**src/rtl/core/cpl_pkg.sv**
```systemverilog
// cpl_pkg: shared types and constants of the cascaded one-pole lowpass
// depends on nothing; imported by every module of the block
package cpl_pkg;

	localparam int STAGE_BITS = 24;
	localparam logic [16:0] COEF_ONE = 17'd65536;
	localparam logic [24:0] Q24_ONE = 25'd16777216;
	localparam logic [16:0] MIN_CUTOFF = 17'd10;
	localparam logic [26:0] TWO_PI_Q24 = 27'd105414357;
	// ceil(2^27/500): floor(fs/500) is (fs*BLEND_RECIP) >> 27 for any 18-bit fs
	localparam logic [18:0] BLEND_RECIP = 19'd268436;
	localparam logic [8:0] BLEND_MAX = 9'd511;
	localparam logic [17:0] FS_MIN = 18'd20;
	localparam int DIV_NW = 33;
	localparam int DIV_DW = 18;

	typedef enum logic [1:0] {
		OP_BASE = 2'd0,
		OP_CUT  = 2'd1,
		OP_BOTH = 2'd2,
		OP_NONE = 2'd3
	} op_t;

	typedef enum logic [1:0] {
		REG_FS    = 2'd0,
		REG_CUT   = 2'd1,
		REG_POLES = 2'd2,
		REG_NONE  = 2'd3
	} reg_idx_t;

	typedef enum logic {
		DSEL_T = 1'b0,
		DSEL_W = 1'b1
	} div_sel_t;

	typedef enum logic [4:0] {
		ST_IDLE, ST_COEF, ST_DIV_T, ST_Y, ST_YP, ST_DIV_K, ST_E, ST_C,
		ST_PLAN, ST_DIV_F, ST_STG_MUL, ST_STG_ADD, ST_DIV_W, ST_ACC_MUL,
		ST_ACC_ADD, ST_FIN, ST_OUT
	} state_t;

	typedef struct packed {
		logic latch_in;
		logic div_start;
		div_sel_t div_sel;
		logic load_t;
		logic load_y;
		logic load_yp;
		logic load_pk;
		logic load_e;
		logic load_c;
		logic c_one;
		logic plan;
		logic load_f;
		logic stg_mul;
		logic stg_add;
		logic load_w;
		logic acc_mul;
		logic acc_add;
		logic fin;
		logic out_load;
		logic [2:0] k;
	} cpl_cmd_t;

	typedef struct packed {
		logic bypass;
		logic blend_now;
		logic new_now;
		logic div_done;
		logic blend;
		logic left_nz;
		logic last;
		logic out_free;
	} cpl_sts_t;

	// exp(-pi*hi/8) in Q24
	function automatic logic [24:0] exp_tab(input logic [2:0] hi);
		logic [24:0] v;
		case (hi)
			3'd0: v = 25'd16777216;
			3'd1: v = 25'd11328511;
			3'd2: v = 25'd7649372;
			3'd3: v = 25'd5165100;
			3'd4: v = 25'd3487641;
			3'd5: v = 25'd2354966;
			3'd6: v = 25'd1590148;
			3'd7: v = 25'd1073719;
			default: v = 25'd16777216;
		endcase
		return v;
	endfunction

	// ceil(2^27/k): exact floor(v/k) as (v*r) >> 27 for any v below 2^24
	function automatic logic [27:0] recip_k(input logic [2:0] k);
		logic [27:0] r;
		case (k)
			3'd2: r = 28'd67108864;
			3'd3: r = 28'd44739243;
			3'd4: r = 28'd33554432;
			3'd5: r = 28'd26843546;
			3'd6: r = 28'd22369622;
			default: r = 28'd134217728;
		endcase
		return r;
	endfunction

endpackage

```
**src/rtl/core/cpl_ctrl.sv**
```systemverilog
// cpl_ctrl: sequencer of the lowpass, issues datapath commands
// depends on cpl_pkg
module cpl_ctrl import cpl_pkg::*; #(
	parameter int MAX_POLES = 4
) (
	input  logic      clk,
	input  logic      arst_n,
	input  logic      in_valid,
	output logic      in_stall,
	input  cpl_sts_t  sts,
	output cpl_cmd_t  cmd,
	output logic [(MAX_POLES > 1 ? $clog2(MAX_POLES) : 1)-1:0] idx
);
	localparam int IW = MAX_POLES > 1 ? $clog2(MAX_POLES) : 1;

	state_t state_q, state_d;
	logic [IW-1:0] idx_q, idx_d;
	logic [2:0] k_q, k_d;

	always_ff @(posedge clk or negedge arst_n) begin
		if (!arst_n) begin
			state_q <= ST_IDLE;
			idx_q   <= '0;
			k_q     <= 3'd6;
		end else begin
			state_q <= state_d;
			idx_q   <= idx_d;
			k_q     <= k_d;
		end
	end

	always_comb begin
		state_d = state_q;
		idx_d   = idx_q;
		k_d     = k_q;
		cmd     = '0;
		cmd.k   = k_q;
		cmd.div_sel = DSEL_T;
		case (state_q)
			ST_IDLE: begin
				if (in_valid) begin
					cmd.latch_in = 1'b1;
					state_d = ST_COEF;
				end
			end
			ST_COEF: begin
				if (sts.bypass) begin
					cmd.c_one = 1'b1;
					state_d = ST_PLAN;
				end else begin
					cmd.div_start = 1'b1;
					cmd.div_sel = DSEL_T;
					state_d = ST_DIV_T;
				end
			end
			ST_DIV_T: begin
				if (sts.div_done) begin
					cmd.load_t = 1'b1;
					state_d = ST_Y;
				end
			end
			ST_Y: begin
				cmd.load_y = 1'b1;
				k_d = 3'd6;
				state_d = ST_YP;
			end
			ST_YP: begin
				cmd.load_yp = 1'b1;
				state_d = ST_DIV_K;
			end
			ST_DIV_K: begin
				cmd.load_pk = 1'b1;
				if (k_q == 3'd1) begin
					state_d = ST_E;
				end else begin
					k_d = k_q - 3'd1;
					state_d = ST_YP;
				end
			end
			ST_E: begin
				cmd.load_e = 1'b1;
				state_d = ST_C;
			end
			ST_C: begin
				cmd.load_c = 1'b1;
				state_d = ST_PLAN;
			end
			ST_PLAN: begin
				cmd.plan = 1'b1;
				idx_d = '0;
				if (sts.blend_now && sts.new_now) begin
					state_d = ST_DIV_F;
				end else begin
					state_d = ST_STG_MUL;
				end
			end
			ST_DIV_F: begin
				cmd.load_f = 1'b1;
				state_d = ST_STG_MUL;
			end
			ST_STG_MUL: begin
				cmd.stg_mul = 1'b1;
				state_d = ST_STG_ADD;
			end
			ST_STG_ADD: begin
				cmd.stg_add = 1'b1;
				if (sts.blend) begin
					if (sts.left_nz) begin
						cmd.div_start = 1'b1;
						cmd.div_sel = DSEL_W;
						state_d = ST_DIV_W;
					end else begin
						state_d = ST_ACC_MUL;
					end
				end else if (sts.last) begin
					state_d = ST_FIN;
				end else begin
					idx_d = idx_q + 1'b1;
					state_d = ST_STG_MUL;
				end
			end
			ST_DIV_W: begin
				cmd.div_sel = DSEL_W;
				if (sts.div_done) begin
					cmd.load_w = 1'b1;
					state_d = ST_ACC_MUL;
				end
			end
			ST_ACC_MUL: begin
				cmd.acc_mul = 1'b1;
				state_d = ST_ACC_ADD;
			end
			ST_ACC_ADD: begin
				cmd.acc_add = 1'b1;
				if (sts.last) begin
					state_d = ST_FIN;
				end else begin
					idx_d = idx_q + 1'b1;
					state_d = ST_STG_MUL;
				end
			end
			ST_FIN: begin
				cmd.fin = 1'b1;
				state_d = ST_OUT;
			end
			ST_OUT: begin
				if (sts.out_free) begin
					cmd.out_load = 1'b1;
					state_d = ST_IDLE;
				end
			end
			default: state_d = ST_IDLE;
		endcase
	end

	assign in_stall = (state_q != ST_IDLE);
	assign idx = idx_q;
endmodule

```
**config.mk**
```make
export PLATFORM = sky130hd
export DESIGN_NAME = cpl_ctrl
export DESIGN_NICKNAME = d
export VERILOG_FILES = /design/src/rtl/core/cpl_pkg.sv /design/src/rtl/core/cpl_ctrl.sv
export SDC_FILE = /design/constraint.sdc
export NUM_CORES = 1
export LEC_CHECK = 0
export ABC_AREA = 1
export BUFFER_PORTS_ARGS = -buffer_cell sky130_fd_sc_hd__buf_4
export CAP_MARGIN = 20
export CELL_PAD_IN_SITES_DETAIL_PLACEMENT = 0
export CELL_PAD_IN_SITES_GLOBAL_PLACEMENT = 1
export CORE_MARGIN = 2
export CORE_UTILIZATION = 33
export DETAILED_ROUTE_END_ITERATION = 7
export GPL_ROUTABILITY_DRIVEN = 0
export GPL_TIMING_DRIVEN = 0
export PLACE_DENSITY = 0.87
export SETUP_SLACK_MARGIN = 0.02
export SLEW_MARGIN = 20
export SYNTH_ARGS = -nofsm -noshare
export SYNTH_HDL_FRONTEND = slang
export SYNTH_SLANG_ARGS = --single-unit
export TNS_END_PERCENT = 1
```
**constraint.sdc**
```tcl
create_clock -name clk -period 2.9 [get_ports clk]
set_input_delay 0.725 -clock clk [delete_from_list [all_inputs] [get_ports clk]]
set_output_delay 0.725 -clock clk [all_outputs]
set_load 0.005 [all_outputs]
```
* Word-level counts from Yosys, hierarchy flattened *
Cells that the tools add are included.

word-level totals
  register bits after elaboration = 10
  bits of input ports = 11
  output and inout port bits = 25

operators by class
  add/sub/neg operators = 2
  equal/unequal tests = 23
  muxes and demuxes = 42
  reduce and logical (&&, ||, !) cells = 8

operator list
  cell                                                                number
  5-bit case mux with 17 select lines                                 1
  5-bit by 4-bit == test with 1-bit output, second input constant     8
  5-bit two-way mux                                                   5
  1-bit two-way mux                                                   22
  5-bit by 3-bit == test with 1-bit output, second input constant     4
  2-bit two-way mux                                                   7
  2-bit inequality test, second input constant                        6
  5-bit by 2-bit == test with 1-bit output, second input constant     2
  3-bit two-way mux                                                   2
  2-bit case mux with 3 select lines                                  1
  3-bit case mux with 2 select lines                                  1
  5-bit by 1-bit == test with 1-bit output, second input constant     1
  5-bit == test, second input constant                                1
  5-bit logical NOT                                                   1
  5-bit nonzero test                                                  1
  4-bit two-way mux                                                   1
  2-bit AND reduction                                                 2
  4-bit AND reduction                                                 1
  3-bit by 1-bit == test with 1-bit output, second input constant     1
  1-bit case mux with 3 select lines                                  1
  3-bit nonzero test                                                  1
  3-bit by 1-bit subtractor with 3-bit output, second input constant  1
  2-bit by 1-bit adder with 2-bit output, second input constant       1
  1-bit case mux with 2 select lines                                  1
  2 further kinds                                                     2

* Depth between registers and ports, before layout *
Gate-level depths: netlist of the first run.

  depth after elaboration = 4
  depth in mapped cells = 10

* Worst setup path after synthesis of the first run *
No wires, ideal clock.

  path kind = flip-flop to output port
  start = reg state_q[2]
  end = out cmd[21] (netlist name)
  arrival = 1,086 ps
  path slack = 1,089 ps
  stages on the path, launching flop included = 7
  buffers on the path = 1
  cells stage by stage = dfrtp_1 buf_2 nor2_1 nand2_1 nor2_1 inv_1 nor2_1

RTL lines
  what                      RTL line        text
  start: declaration        cpl_ctrl.sv:16  state_t state_q, state_d;
  start signal: assignment  cpl_ctrl.sv:26  state_q <= state_d;
  end: declaration          cpl_ctrl.sv:11  output cpl_cmd_t cmd,

==> run metrics, run 1 <==
outcome complete, no violations; die area 0.00311 mm²; Final Cycle Share 0.791; fill count 254; sequential fraction of the synthesis area 0.285; Initial Util 0.354; post-layout util 0.489; setup_tns 0 ns; Final Net Count 197; gr usage total 0.158; Post-synth top flop dfrtp_1; post-route ant nets 0; share of cells above drive strength 1 0.279; first-pass GRT wire length 3.93 mm; Critical Path Sink Type primary output; I/O pin cnt 36; row cnt 18; power per cell area 804 mW/mm²; Slew Viols, Final 0; crit path buf inv count 2; CP Cell Sequence nor2_1 > nand2_1 > nor2_1 > inv_1 > nor2_1 > buf_4; Clock Latency Late Sink 0.26 ns; CP most frequent cell nor2_1; unique cell type count in the Yosys netlist 25; wire per inst 10.8 µm; CP Class reg -> out; HPWL after DPL 1.96 mm; count leader, synth nand2_1; top cells by area, synth dfrtp_1, nand2_1, nor2_1; Crit path max-delay family simple AND/OR/NAND/NOR gates; Die Width 55.8 µm; Setup Skew 0.00507 ns; CTS Sinks 10; 1st-iter DRT viols 24; Worst-path clk slew ~0.070 ns; CTS Buf Count 3; number of flops mapped to enable cells by yosys 0; Final Hold Vio Count 0; maxcap violations 0; synth warn 0; via/cell ratio between 4 and 5; post-CTS setup buffer count 0; FMAX 436 MHz; relative slew slack 0.808; core box area around 0.0025 mm²; cell taking the most area after synthesis dfrtp_1; number of global-route vias before repair 910; CP max-delay cell dfrtp_1; Pleak 0.711 nW; diodes inserted 0; CTS root buf clkbuf_4; data required time of the critical path 2.17 ns; commonest cells in the netlist nand2_1, nor2_1, inv_1; H-Tree Level Count 1; CP peak stage delay 0.48 ns; CP max FO 7; area added between synthesis and finish 38.0%; Async S/R FF share, synth 1.00; Synth Instances 144; drc violations 0; # hold bufs at CTS 0; Mapped Nets 157; Min-Delay Path Class in -> async; via count 1,031; floorplan die height between 50 and 60 µm; Port Buffer Count 35; Peak VDD IR roughly 0.42 mV; Worst Tran Pin Value between 0.2 and 0.3 ns; Final setup viols 0; drt total wl 2.31 mm; post-synth top area share 0.226; Avg Inst Size Synth 6.15 µm²; first-pass detailed-route iteration total 4; Clock Path Buffers 2; crit path time final 2.30 ns; Worst Setup Start Kind flop; Synth Cell Area 886 µm²; synthesized flop and latch total 10; post_cts resized 0; largest net degree at the start of global routing 11; CTS tree built; unrepaired setup endpoints after global routing no; Critical Path AT around 1.6 ns; initial antenna violation count 0; remaining global-route overflow 0
==> kinds of logic (layout without fill, tap and decap cells) <==
group	after synthesis	in the layout	share of synthesized area
AOI/OAI and AO/OA	10	10	0.0706
xor gates and xnor gates	1	1	0.00989
adders and majority gates	2	2	0.0282
buffers and inverters	30	69	0.137
DFF	10	10	0.285
and+or+nand+nor	91	91	0.469
==> cell type report <==
| class | count | area, µm² | area share |
|---|---|---|---|
| Multi-Input combinational cell | 104 | 512 | 0.419 |
| Inverter | 28 | 105 | 0.0860 |
| Tap cell | 30 | 37.5 | 0.0307 |
| Clock buffer | 4 | 36.3 | 0.0297 |
| Buffer | 2 | 16.3 | 0.0133 |
| Sequential cell | 10 | 253 | 0.207 |
| Timing Repair Buffer | 35 | 263 | 0.215 |
==> registers in the layout, summed over array words and instances, names as in the netlist <==
signal / cells
idx: 2
k_q: 3
state_q: 5
==> metrics by stage <==
step	cell area, µm²	power (mW)	std cells	worst slack (ns)	hold WS [ns]
finish	1220	0.983	213	0.605	0.280
global route	1220	1.09	213	0.492	0.276
CTS	1220	0.988	213	0.626	0.278
detailed placement	1190	0.860	209	0.924	0.512
global placement	1190	0.860	209	0.898	0.499
floorplan	886	0.642	144	1.09	0.429
==> cells in the final DEF (no fill, tap or decap), types with 2 or more instances in the layout <==
master | netlist | layout
buf_4 | 0 | 35
nand2_1 | 34 | 34
nor2_1 | 32 | 32
inv_1 | 27 | 27
nand3_1 | 8 | 8
dfrtp_1 | 8 | 8
nand4_1 | 5 | 5
nor3_1 | 4 | 4
nand3_2 | 3 | 3
o21ai_0 | 3 | 3
clkbuf_4 | 0 | 3
nor2_4 | 2 | 2
o21ai_1 | 2 | 2
ha_1 | 2 | 2
dfstp_2 | 2 | 2
==> path summary, 6_finish.rpt <==
path	startpoint	endpoint	slack, ns	cells after the start
worst min register to register	k_q[2]	k_q[2]	0.51	2
min in group clk	k_q[2]	k_q[2]	0.51	2
worst max-delay path	state_q[3]	cmd[21]	0.60	6
worst max register to register	state_q[4]	idx[0]	1.45	9
worst min-delay path	arst_n	state_q[0]	0.28	1
max in group asynchronous	arst_n	k_q[2]	2.39	1
==> power by group <==
group | internal (mW) | total (mW) | leakage [nW] | switching, mW
sequential | 0.196 | 0.250 | 0.125 | 0.0544
clock | 0.0761 | 0.123 | 0.0210 | 0.0473
combinational | 0.247 | 0.610 | 0.565 | 0.362
==> routing by layer <==
layer	global-route usage	wire, µm
met4	0.0612	44
met2	0.243	1010
met1	0.220	1090
met5	0	0
met3	0.0256	158
No activity file was read; power rests on OpenSTA's default activity.
==> run 2, diff against run 1 <==
--- a/config.mk
+++ b/config.mk
@@ -11,11 +11,11 @@
 export CELL_PAD_IN_SITES_DETAIL_PLACEMENT = 0
 export CELL_PAD_IN_SITES_GLOBAL_PLACEMENT = 1
 export CORE_MARGIN = 2
-export CORE_UTILIZATION = 33
+export CORE_UTILIZATION = 28
 export DETAILED_ROUTE_END_ITERATION = 7
 export GPL_ROUTABILITY_DRIVEN = 0
 export GPL_TIMING_DRIVEN = 0
-export PLACE_DENSITY = 0.87
+export PLACE_DENSITY = 0.79
 export SETUP_SLACK_MARGIN = 0.02
 export SLEW_MARGIN = 20
 export SYNTH_ARGS = -nofsm -noshare
==> constraint.sdc (replaced) <==
create_clock -name clk -period 1.8 [get_ports clk]
set_input_delay 0.45 -clock clk [delete_from_list [all_inputs] [get_ports clk]]
set_output_delay 0.45 -clock clk [all_outputs]
set_load 0.005 [all_outputs]
==> run 2 against run 1 <==
Effect of this change:
- clock-buffer cell count down 1
- clock power increased by 21%
- critical path type unchanged
- combinational power is 120% higher
- non-clock buffer count is 16 higher
- cell area grew 18%
- setup slack worse by 0.60 ns
- highest routed layer unchanged
==> run metrics, run 2 (same netlist as run 1, synthesis figures left out) <==
outcome complete, no violations (unchanged); data required time of the critical path 1.35 ns (was 2.17 ns); remaining global-route overflow 0 (unchanged); Clock Path Buffers 2 (unchanged); most common cell after layout, fill and taps aside buf_4 (unchanged); largest register by flop count state_q (unchanged); Crit path max-delay family flip-flops (was simple AND/OR/NAND/NOR gates); r2r startpoint state_q[1] (was state_q[4]); Worst Setup Start Kind flop (unchanged); maxcap violations 0 (unchanged); hold path cells 3; row cnt 20 (was 18); overall power 1.93 mW (was 983 µW); setup_tns 0 ns (unchanged); R2R depth 9 (unchanged); gr usage total 0.156 (was 0.158); Clock Latency Late Sink 0.26 ns (about the same); share of cells above drive strength 1 0.449 (was 0.279); Setup Skew 0.00294 ns (was 0.00507 ns); CP Class reg -> out (unchanged); Final Net Count 213 (was 197); crit path time final 1.80 ns; Worst Hold Endpoint state_q[3]; post-route ant nets 0 (unchanged); power per cell area 1340 mW/mm² (was 804 mW/mm²); max reg flops 5 (unchanged); CTS Sinks 10 (unchanged); HPWL after DPL 2.08 mm (was 1.96 mm); CP max-delay cell dfrtp_2 (was dfrtp_1); crit path buf inv count 2 (unchanged); fill count 325 (was 254); largest net degree at the start of global routing 11 (unchanged); CP peak stage delay 0.51 ns (was 0.48 ns); drc violations 0 (unchanged); Final setup viols 0 (unchanged); FMAX about 560 MHz; Critical Path AT 1.35 ns (was 1.57 ns); via/cell ratio 4.54 (was 4.84); RR Endpoint idx[1] (was idx[0]); Die Width 60.2 µm (was 55.8 µm); 1st-iter DRT viols 27 (was 24); Hold Path Origin sts[7]; relative slew slack 0.825 (was 0.808); CTS Buf Count 3 (unchanged); Slew Viols, Final 0 (unchanged); number of global-route vias before repair 998 (was 910); most frequent cells in the layout buf_4, nand2_1, nor2_1 (unchanged); CTS tree built (unchanged); CP max FO 7 (unchanged); initial antenna violation count 0 (unchanged); via count 1,098 (was 1,031); wire per inst 11.2 µm (was 10.8 µm); die area 0.00363 mm² (was 0.00311 mm²); H-Tree Level Count 1 (unchanged); Pleak 0.783 nW (was 0.711 nW); drt total wl 2.71 mm (was 2.31 mm); CP Cell Sequence inv_4 > nand3_2 > nor2_1 > buf_4 (was nor2_1 > nand2_1 > nor2_1 > inv_1 > nor2_1 > buf_4); area added between synthesis and finish 62.6% (was 38.0%); Critical Path Sink Type primary output (unchanged); register-to-register setup slack 0.30 ns (was 1.45 ns); Final Cycle Share 0.999; Reg area 256 µm² (was 253 µm²); first-pass GRT wire length 4.20 mm (was 3.93 mm); Peak VDD IR 0.734 mV (was 0.419 mV); pre-CTS setup slack 0.0751 ns (was 0.924 ns); diodes inserted 0 (unchanged); Worst-path clk slew 0.06 ns (was 0.07 ns); first-pass detailed-route iteration total 5 (was 4); Initial Util 0.293 (was 0.354); CTS root buf clkbuf_4 (unchanged); I/O pin cnt 36 (unchanged); Final Hold Vio Count 0 (unchanged); Min-Delay Path Class in -> reg (was in -> async); Worst Tran Pin Value 0.262 ns (was 0.287 ns); area of the multi-input gates 591 µm² (was 512 µm²); core box area 0.00303 mm² (was 0.00250 mm²); floorplan die height 60.2 µm (was 55.8 µm); Setup WS post-layout 0.00115 ns (was 0.605 ns); unrepaired setup endpoints after global routing yes (was no); Port Buffer Count 35 (unchanged)
-- run 2: repair_timing --
| action | in CTS | in global routing |
|---|---|---|
| hold endpoints to repair | 0 | 8 |
| setup buffers | 10 | 5 |
| endpoints found under the setup margin | 17 | 19 |
| pin swaps | 7 | 5 |
| hold buffers | 0 | 1 |
| resized for setup | 20 | 14 |
-- run 2: worst max-delay path by stage --
stage | start | endpoint | slack [ns] | cells past startpoint
finish | state_q[3] | cmd[13] | 0.001 | 4
global route | state_q[2] | cmd[20] | -0.09 | 7
CTS | state_q[4] | cmd[20] | -0.007 | 7
detailed placement | state_q[2] | cmd[21] | 0.08 | 7
global placement | state_q[2] | cmd[21] | 0.07 | 7
floorplan | state_q[2] | cmd[21] | 0.26 | 6
-- run 2: area by class of cell --
type,instances,share of cell area
Multi-Input combinational cell,104,0.410
Timing Repair Buffer,51,0.268
Sequential cell,10,0.178
Inverter,28,0.0747
Tap cell,44,0.0382
Clock buffer,3,0.0156
Buffer,2,0.0156
-- run 2: worst register-to-register path: cells and delay by family (launching register included) --
kind | cells | cell delay (ns)
flops | 1 | 0.45
buf+inv | 3 | 0.41
simple gates | 6 | 0.53
-- run 2: per-layer routing --
layer / vias up / global-route usage / part of all wire
li1: 557 / - / -
met1: 493 / 0.182 / 0.42
met2: 40 / 0.267 / 0.50
met3: 8 / 0.0455 / 0.060
met4: 0 / 0.0603 / 0.020
met5: - / 0 / 0
-- run 2: metrics by stage --
step / hold WS (ns) / cell area (µm²) / instances / utilization
detailed placement: 0.290 / 1200 / 223 / 0.398
CTS: 0.00168 / 1360 / 236 / 0.449
global route: 0.494 / 1440 / 242 / 0.476
global placement: 0.286 / 1200 / 223 / 0.398
finish: 0.500 / 1440 / 242 / 0.476
floorplan: 0.154 / 886 / 144 / -
-- run 2: power breakdown --
group | switching, mW | internal, mW | total (mW) | leakage [nW]
Clock | 0.0720 | 0.0771 | 0.149 | 0.0138
Sequential | 0.126 | 0.322 | 0.449 | 0.122
Combinational | 0.732 | 0.597 | 1.33 | 0.648
Total | 0.930 | 0.997 | 1.93 | 0.783
==> run 3, diff against run 2 <==
--- a/config.mk
+++ b/config.mk
@@ -14,8 +14,8 @@
 export CORE_UTILIZATION = 28
 export DETAILED_ROUTE_END_ITERATION = 7
 export GPL_ROUTABILITY_DRIVEN = 0
-export GPL_TIMING_DRIVEN = 0
 export PLACE_DENSITY = 0.79
+export RECOVER_POWER = 100
 export SETUP_SLACK_MARGIN = 0.02
 export SLEW_MARGIN = 20
 export SYNTH_ARGS = -nofsm -noshare
==> run 3 against run 2 <==
Effect of this change:
- flip-flop and latch count unchanged
- fmax increased by 0.49%
- non-clock buffer count decreased by 1
- critical path depth increased by 2
- power decreased by 0.71%
- cell area decreased by 1.2%
- via count decreased by 1.0%
- wire length decreased by 0.96%
- critical endpoint is now cmd[19]
- clock-buffer cell count unchanged
- combinational power about the same
- utilization decreased by 0.58 points
==> run metrics, run 3 (same netlist as run 1, synthesis figures left out) <==
H-Tree Level Count 1 (unchanged); relative slew slack 0.648 (was 0.825); max reg flops 5 (unchanged); 1st-iter DRT viols 37 (was 27); via/cell ratio 4.51 (was 4.54); I/O pin cnt 36 (unchanged); setup_tns 0 ns (unchanged); post-route ant nets 0 (unchanged); GR Util met1 0.187 (was 0.182); Initial Util 0.293 (unchanged); Final Net Count 212 (was 213); Setup WS post-layout 0.00992 ns (was 0.00115 ns); Min-Delay Path Class in -> async (was in -> reg); Worst Setup Start Kind flop (unchanged); most common cell after layout, fill and taps aside buf_4 (unchanged); CTS Sinks 10 (unchanged); gr usage total 0.146 (was 0.156); Clock Path Buffers 2 (unchanged); CTS tree built (unchanged); register-to-register setup slack 0.22 ns (was 0.30 ns); number of global-route vias before repair 931 (was 998); Global Route met2 Usage 0.242 (was 0.267); initial antenna violation count 0 (unchanged); Worst-path clk slew 0.06 ns (about the same); share of cells above drive strength 1 0.431 (was 0.449); Peak VDD IR 0.620 mV (was 0.734 mV); Final Hold Vio Count 0 (unchanged); Critical Path AT 1.34 ns (was 1.35 ns); CP Class reg -> out (unchanged); FMAX 559 MHz (was 556 MHz); RR Endpoint state_q[1] (was idx[1]); data required time of the critical path 1.35 ns (about the same); fin area 0.00142 mm² (was 0.00144 mm²); diodes inserted 0 (unchanged); # hold bufs at CTS 0 (unchanged); CTS Buf Count 3 (unchanged); most frequent cells in the layout buf_4, nand2_1, nor2_1 (unchanged); row cnt 20 (unchanged); core box area 0.00303 mm² (unchanged); drc violations 0 (unchanged); crit path time final 1.79 ns (was 1.80 ns); r2r startpoint state_q[2] (was state_q[1]); first-pass GRT wire length 3.97 mm (was 4.20 mm); Area after DPL 0.00122 mm² (was 0.00120 mm²); remaining global-route overflow 0 (unchanged); area added between synthesis and finish 60.6% (was 62.6%); CTS root buf clkbuf_4 (unchanged); Clock Latency Late Sink 0.26 ns (about the same); first-pass detailed-route iteration total 5 (unchanged); via count 1,087 (was 1,098); Final setup viols 0 (unchanged); maxcap violations 0 (unchanged); Port Buffer Count 35 (unchanged); pre-CTS setup slack 0.0875 ns (was 0.0751 ns); largest net degree at the start of global routing 12 (was 11); Pleak 0.775 nW (was 0.783 nW); Worst Tran Pin Value 0.528 ns (was 0.262 ns); Critical Path Sink Type primary output (unchanged); largest register by flop count state_q (unchanged); Final Cycle Share 0.994 (was 0.999); Setup Skew 0.000751 ns (was 0.00294 ns); wire per inst 11.1 µm (was 11.2 µm); CP max FO 5 (was 7); met3 Track Usage GR 0.0455 (unchanged); final hold slack 0.137 ns (was 0.500 ns); outcome complete, no violations (unchanged); overall power 1.91 mW (was 1.93 mW); unrepaired setup endpoints after global routing yes (unchanged); Most Used Layer, Global Route met2 (unchanged); drt total wl 2.69 mm (was 2.71 mm); HPWL after DPL 2.05 mm (was 2.08 mm); power per cell area 1350 mW/mm² (was 1340 mW/mm²); R2R depth 8 (was 9); die area 0.00363 mm² (unchanged); Die Width 60.2 µm (unchanged); Slew Viols, Final 0 (unchanged); floorplan die height 60.2 µm (unchanged)
## run 3: per-layer routing
| layer | part of all wire | wire length, µm |
|---|---|---|
| met2 | 0.48 | 1300 |
| met1 | 0.44 | 1180 |
| met3 | 0.054 | 144 |
| met4 | 0.022 | 60 |
| met5 | 0 | 0 |
## run 3: cell type report
| class | count | area, µm² |
|---|---|---|
| Sequential cell | 10 | 258 |
| Clock buffer | 3 | 22.5 |
| Fill cell | 308 | 1610 |
| Tap cell | 44 | 55.1 |
| Timing Repair Buffer | 52 | 403 |
| Multi-Input combinational cell | 104 | 577 |
| Inverter | 28 | 108 |
## run 3: power breakdown
group / total, mW / internal (mW) / switching (mW)
Clock: 0.145 / 0.0768 / 0.0680
Sequential: 0.455 / 0.325 / 0.130
Combinational: 1.31 / 0.610 / 0.703
## run 3: per-stage QoR
step            util  std cells
2_1_floorplan      -        144
3_3_place_gp   0.402        225
3_5_place_dp   0.402        225
4_1_cts        0.425        232
5_1_grt        0.470        241
6_report       0.470        241
## run 3: how the worst max path moves through the flow
stage                           from      end  slack [ns]  cells past startpoint
final                     state_q[3]  cmd[19]        0.01                      6
after global routing      state_q[3]  cmd[19]       -0.06                      6
after CTS                 state_q[1]  cmd[21]       -0.02                      6
after detailed placement  state_q[4]  cmd[20]        0.09                      6
after global placement    state_q[4]  cmd[20]        0.10                      6
after floorplan           state_q[2]  cmd[21]        0.26                      6
## run 3: repair_timing
action / 4_1_cts / 5_1_grt
endpoints found under the setup margin: 18 / 17
cloned: 0 / 0
hold endpoints to repair: 0 / 0
gates resized for setup: 11 / 18
pin swaps: 2 / 6
buffers inserted: 4 / 9
## run 3: critical path: stages (launching register included)
cell     delay [ns]
dfrtp_2        0.46
buf_12         0.14
nand3_4        0.08
nor2_4         0.15
nand2_2        0.08
nand2_1        0.06
buf_4          0.10
